===== config.mk =====
export PLATFORM = sky130hd
export DESIGN_NAME = spm_front
export DESIGN_NICKNAME = d
export VERILOG_FILES = /design/src/hdl/spm_front.sv
export SDC_FILE = /design/constraint.sdc
export NUM_CORES = 1
export LEC_CHECK = 0
export BUFFER_PORTS_ARGS = -buffer_cell sky130_fd_sc_hd__buf_2
export CORE_MARGIN = 2
export CORE_UTILIZATION = 39
export DETAILED_ROUTE_END_ITERATION = 10
export GPL_TIMING_DRIVEN = 0
export PLACE_DENSITY = 0.69
export SKIP_CTS_REPAIR_TIMING = 1
export SLEW_MARGIN = 20
export SYNTH_ARGS = -nofsm -noshare
export SYNTH_HDL_FRONTEND = slang
export SYNTH_SLANG_ARGS = --single-unit

===== constraint.sdc =====
create_clock -name clock -period 5.7 [get_ports clock]
set_input_delay 0.855 -clock clock [delete_from_list [all_inputs] [get_ports clock]]
set_output_delay 0.855 -clock clock [all_outputs]
set_load 0.02 [all_outputs]

===== src/hdl/spm_front.sv =====
// Front end: accepts bins, tracks the frame position and queues work for the back end.
`timescale 1ns / 1ps
`default_nettype none
module spm_front #(
   parameter int MAX_BINS = 1024,
   localparam int IW = $clog2(MAX_BINS),
   localparam int NW = $clog2(MAX_BINS + 1),
   localparam int QW = IW + 1 + 64
) (
   input  wire logic          clock,
   input  wire logic          reset,
   input  wire logic [NW-1:0] frame_len,
   input  wire logic          req_tvalid,
   output logic               req_tready,
   input  wire logic [63:0]   req_tdata,
   output logic               q_valid,
   output logic [QW-1:0]      q_data,
   input  wire logic          q_pop
);
   logic [IW-1:0] pos_ff, pos_in;
   logic [1:0]    count_ff, count_in;
   logic [QW-1:0] slot0_ff, slot0_in, slot1_ff, slot1_in;
   logic          push, last, wr_sel;

   assign req_tready = (count_ff != 2'd2);
   assign push       = req_tvalid && req_tready;
   assign last       = NW'(pos_ff) >= (frame_len - NW'(1));
   assign q_valid    = (count_ff != 2'd0);
   assign q_data     = slot0_ff;
   assign wr_sel     = 1'((count_ff - {1'b0, q_pop}) != 2'd0);

   always_comb begin
      pos_in   = pos_ff;
      slot0_in = slot0_ff;
      slot1_in = slot1_ff;
      count_in = count_ff + {1'b0, push} - {1'b0, q_pop};
      if (q_pop) begin
         slot0_in = slot1_ff;
      end
      if (push) begin
         pos_in = last ? '0 : pos_ff + IW'(1);
         if (wr_sel) begin
            slot1_in = {pos_ff, last, req_tdata};
         end else begin
            slot0_in = {pos_ff, last, req_tdata};
         end
      end
   end

   always_ff @(posedge clock) begin
      if (reset) begin
         pos_ff   <= '0;
         count_ff <= '0;
      end else begin
         pos_ff   <= pos_in;
         count_ff <= count_in;
      end
      slot0_ff <= slot0_in;
      slot1_ff <= slot1_in;
   end
endmodule
`default_nettype wire


==> results.sh <==
export IMPL_avgSynthCellArea_um2=12.2
export IMPL_fmax_mhz=315
export IMPL_dp_cells=890
export IMPL_critPathLaunchType="primary input"
export IMPL_io_buffers=155
export IMPL_tritoncts="yes"
export IMPL_area_growth_pct=26.0
export IMPL_n_antenna_cell=0
export IMPL_drv_slew=0
export IMPL_leakage_nw=3.42
export IMPL_synth_edf_count=75
export IMPL_routed_wl_um=13600
export IMPL_period_share=0.558
export IMPL_design_area_mm2=0.00798
export IMPL_cts_max_path_buffers=2
export IMPL_crit_required_ns=5.98
export IMPL_end_kind="flop"
export IMPL_synth_ff_type="dfxtp_1"
export IMPL_drcViolationCount=0
export IMPL_dieHeight_um=131
export IMPL_first_global_vias=4602
export IMPL_hold_viol_final=0
export IMPL_period_needed_ns=3.18
export IMPL_grt_use_total=0.164
export IMPL_core_mm2=0.0159
export IMPL_htree_levels=4
export IMPL_crit_slowest_cell="a2111oi_4"
export IMPL_numCtsBuffers=17
export IMPL_n_fill_cell=1460
export IMPL_slew_headroom=0.500
export IMPL_gp_congestion=0.714
export IMPL_first_pass_iters=4
export IMPL_hold_slack_ns=0.537
export IMPL_fin_nets=786
export IMPL_hp_class="flop to flop"
export IMPL_ys_top_cells_by_area="edfxtp_1 36%, dfxtp_1 27%, mux2i_1 12%, a21oi_1 5.9%, nor2_1 5.0%"
export IMPL_drtIter0Drc=176
export IMPL_fin_cells=922
export IMPL_start_util=0.399
export IMPL_ir_drop_v=0.000213
export IMPL_ant_nets=0
export IMPL_synth_distinct_cells=39
export IMPL_worst_skew_pair_late_latency_ns=0.42
export IMPL_worst_path_most_repeated_cell="nor3_1"
export IMPL_power_density_mw_per_mm2=510
export IMPL_crit_arrival_ns=3.46
export IMPL_antenna_found_initial=0
export IMPL_clock_sinks=162
export IMPL_place_area_mm2=0.00740
export IMPL_maxCapViolCount=0
export IMPL_fin_setup_tns_ns=0
export IMPL_crit_chain="buf_2, nor3_1, nand2_1, or2_2, nor2_1, xnor2_1, ha_1, nand3_1, o21ai_0, nor4_4, a2111oi_4, nor3_1"
export IMPL_worst_pin_slew_ns=0.751
export IMPL_layout_drive_gt1_share=0.296
export IMPL_cpPeakStageDelay_ns=0.62
export IMPL_ys_warn_count=0
export IMPL_avgViaCountPerCell=4.77
export IMPL_clk_pin_slew_ns=0.06
export IMPL_status="complete, no violations"
export IMPL_rsz0062_at_grt="false"
export IMPL_dieArea_mm2=0.0173
export IMPL_ioPinCount=156
export IMPL_finalSetupViolCount=0
export IMPL_rows=46
export IMPL_die_width_um=131
export IMPL_overflow=0
export IMPL_yosysTopAreaCell="edfxtp_1"
export IMPL_critPathMaxFanout=8
export IMPL_ys_seq_area_frac=0.630
export IMPL_critPathBufInv=1
export IMPL_synth_fp_nets=611
export IMPL_grt_first_pass_wirelength_um=22600
export IMPL_ys_seq_elements=162
export IMPL_critPathKind="primary input to flop"
export IMPL_root_buffer="clkbuf_16"
export IMPL_cpLargestDelayFamily="simple AND/OR/NAND/NOR gates"
export IMPL_grt_max_degree=44
export IMPL_syn_inst=518
export IMPL_yosysTopAreaCellShare=0.355
export IMPL_syn_area_mm2=0.00634
export IMPL_clock_skew_ns=0.0122
export IMPL_dp_slack_ns=2.06
export IMPL_hpwl_um=9810
export IMPL_setup_slack_ns=2.52
export IMPL_dr_total_vias=4402
export IMPL_synthArstFlopShare=0
export IMPL_wl_per_cell_um=14.8
cells in the final DEF (no fill, tap or decap), types with 2 or more instances in the layout:
master,n
a21oi_1,75
and2_4,2
buf_2,166
clkbuf_1,18
clkbuf_16,17
clkbuf_8,5
clkinv_2,2
clkinvlp_4,2
dfxtp_1,87
edfxtp_1,75
ha_1,14
inv_1,6
mux2i_1,75
nand2_1,6
nand2b_1,2
nand3_1,3
nand3b_1,2
nand4_1,5
nor2_1,85
nor3_1,8
nor4_1,3
o21a_1,2
o21ai_0,3
or2_2,2
or3_1,2
xnor2_1,13
xor2_1,6
logic make-up (layout without fill, tap and decap cells):
kind of cell / count (synthesis) / in the layout / synth area share
fa+ha+maj: 14 / 14 / 0.0276
compound gates: 86 / 86 / 0.0764
flops: 162 / 162 / 0.630
xor+xnor: 20 / 20 / 0.0288
buf+inv: 32 / 220 / 0.0211
mux: 75 / 75 / 0.118
simple gates: 129 / 129 / 0.0972
per-layer routing:
layer / track usage / routed length [µm]
met3: 0.0486 / 713
met5: 0 / 0
met2: 0.281 / 6970
met1: 0.196 / 5790
met4: 0.0537 / 158
worst min-delay path: cells and delay by family (launching register included):
family	cells	cell delay [ns]
AOI/OAI and AO/OA	1	0.07
DFF	1	0.30
muxes	1	0.11
power breakdown:
| part | switching, mW | total [mW] | leakage (nW) | internal (mW) |
|---|---|---|---|---|
| Clock | 0.438 | 1.10 | 0.280 | 0.660 |
| Combinational | 0.783 | 1.20 | 1.71 | 0.419 |
| Sequential | 0.160 | 1.77 | 1.43 | 1.61 |
stage by stage:
| step | power [mW] | utilization |
|---|---|---|
| 2_1_floorplan | 2.55 | - |
| 3_3_place_gp | 2.96 | 0.465 |
| 3_5_place_dp | 3.02 | 0.466 |
| 4_1_cts | 4.12 | 0.503 |
| 5_1_grt | 4.29 | 0.503 |
| 6_report | 4.07 | 0.503 |
layout make-up:
cell class | instances | area (µm²) | share of cell area
Inverter | 6 | 22.5 | 0.00282
Multi-Input combinational cell | 324 | 2210 | 0.277
Buffer | 26 | 111 | 0.0139
Clock buffer | 25 | 505 | 0.0633
Tap cell | 216 | 270 | 0.0339
Sequential cell | 162 | 3990 | 0.500
Clock inverter | 7 | 72.6 | 0.00909
Timing Repair Buffer | 156 | 796 | 0.0997
cells in the mapped netlist, types with 2 or more instances:
cell,n
a21oi_1,75
and2_1,2
buf_2,11
clkbuf_1,15
dfxtp_1,87
edfxtp_1,75
ha_1,14
inv_1,6
mux2i_1,75
nand2_1,6
nand2b_1,2
nand3_1,3
nand3b_1,2
nand4_1,5
nor2_1,85
nor3_1,8
nor4_1,3
o21a_1,2
o21ai_0,3
or2_2,2
or3_1,2
xnor2_1,13
xor2_1,6
flip-flops by register name, indices dropped and copies added (netlist names):
signal    count
q_data       75
count_ff      2
slot1_ff     75
pos_ff       10
final timing paths:
path / startpoint / end / slack, ns / depth (start not counted)
min reg2reg: q_data[9]$_DFF_P_ / q_data[9]$_DFF_P_ / 0.54 / 2
max reg2reg: pos_ff[0]$_SDFFE_PP0P_ / pos_ff[6]$_SDFFE_PP0P_ / 3.45 / 7
max: frame_len[1] / pos_ff[6]$_SDFFE_PP0P_ / 2.52 / 12
min: q_data[9]$_DFF_P_ / q_data[9]$_DFF_P_ / 0.54 / 2
Note: power is estimated with default switching activity, not from simulation.
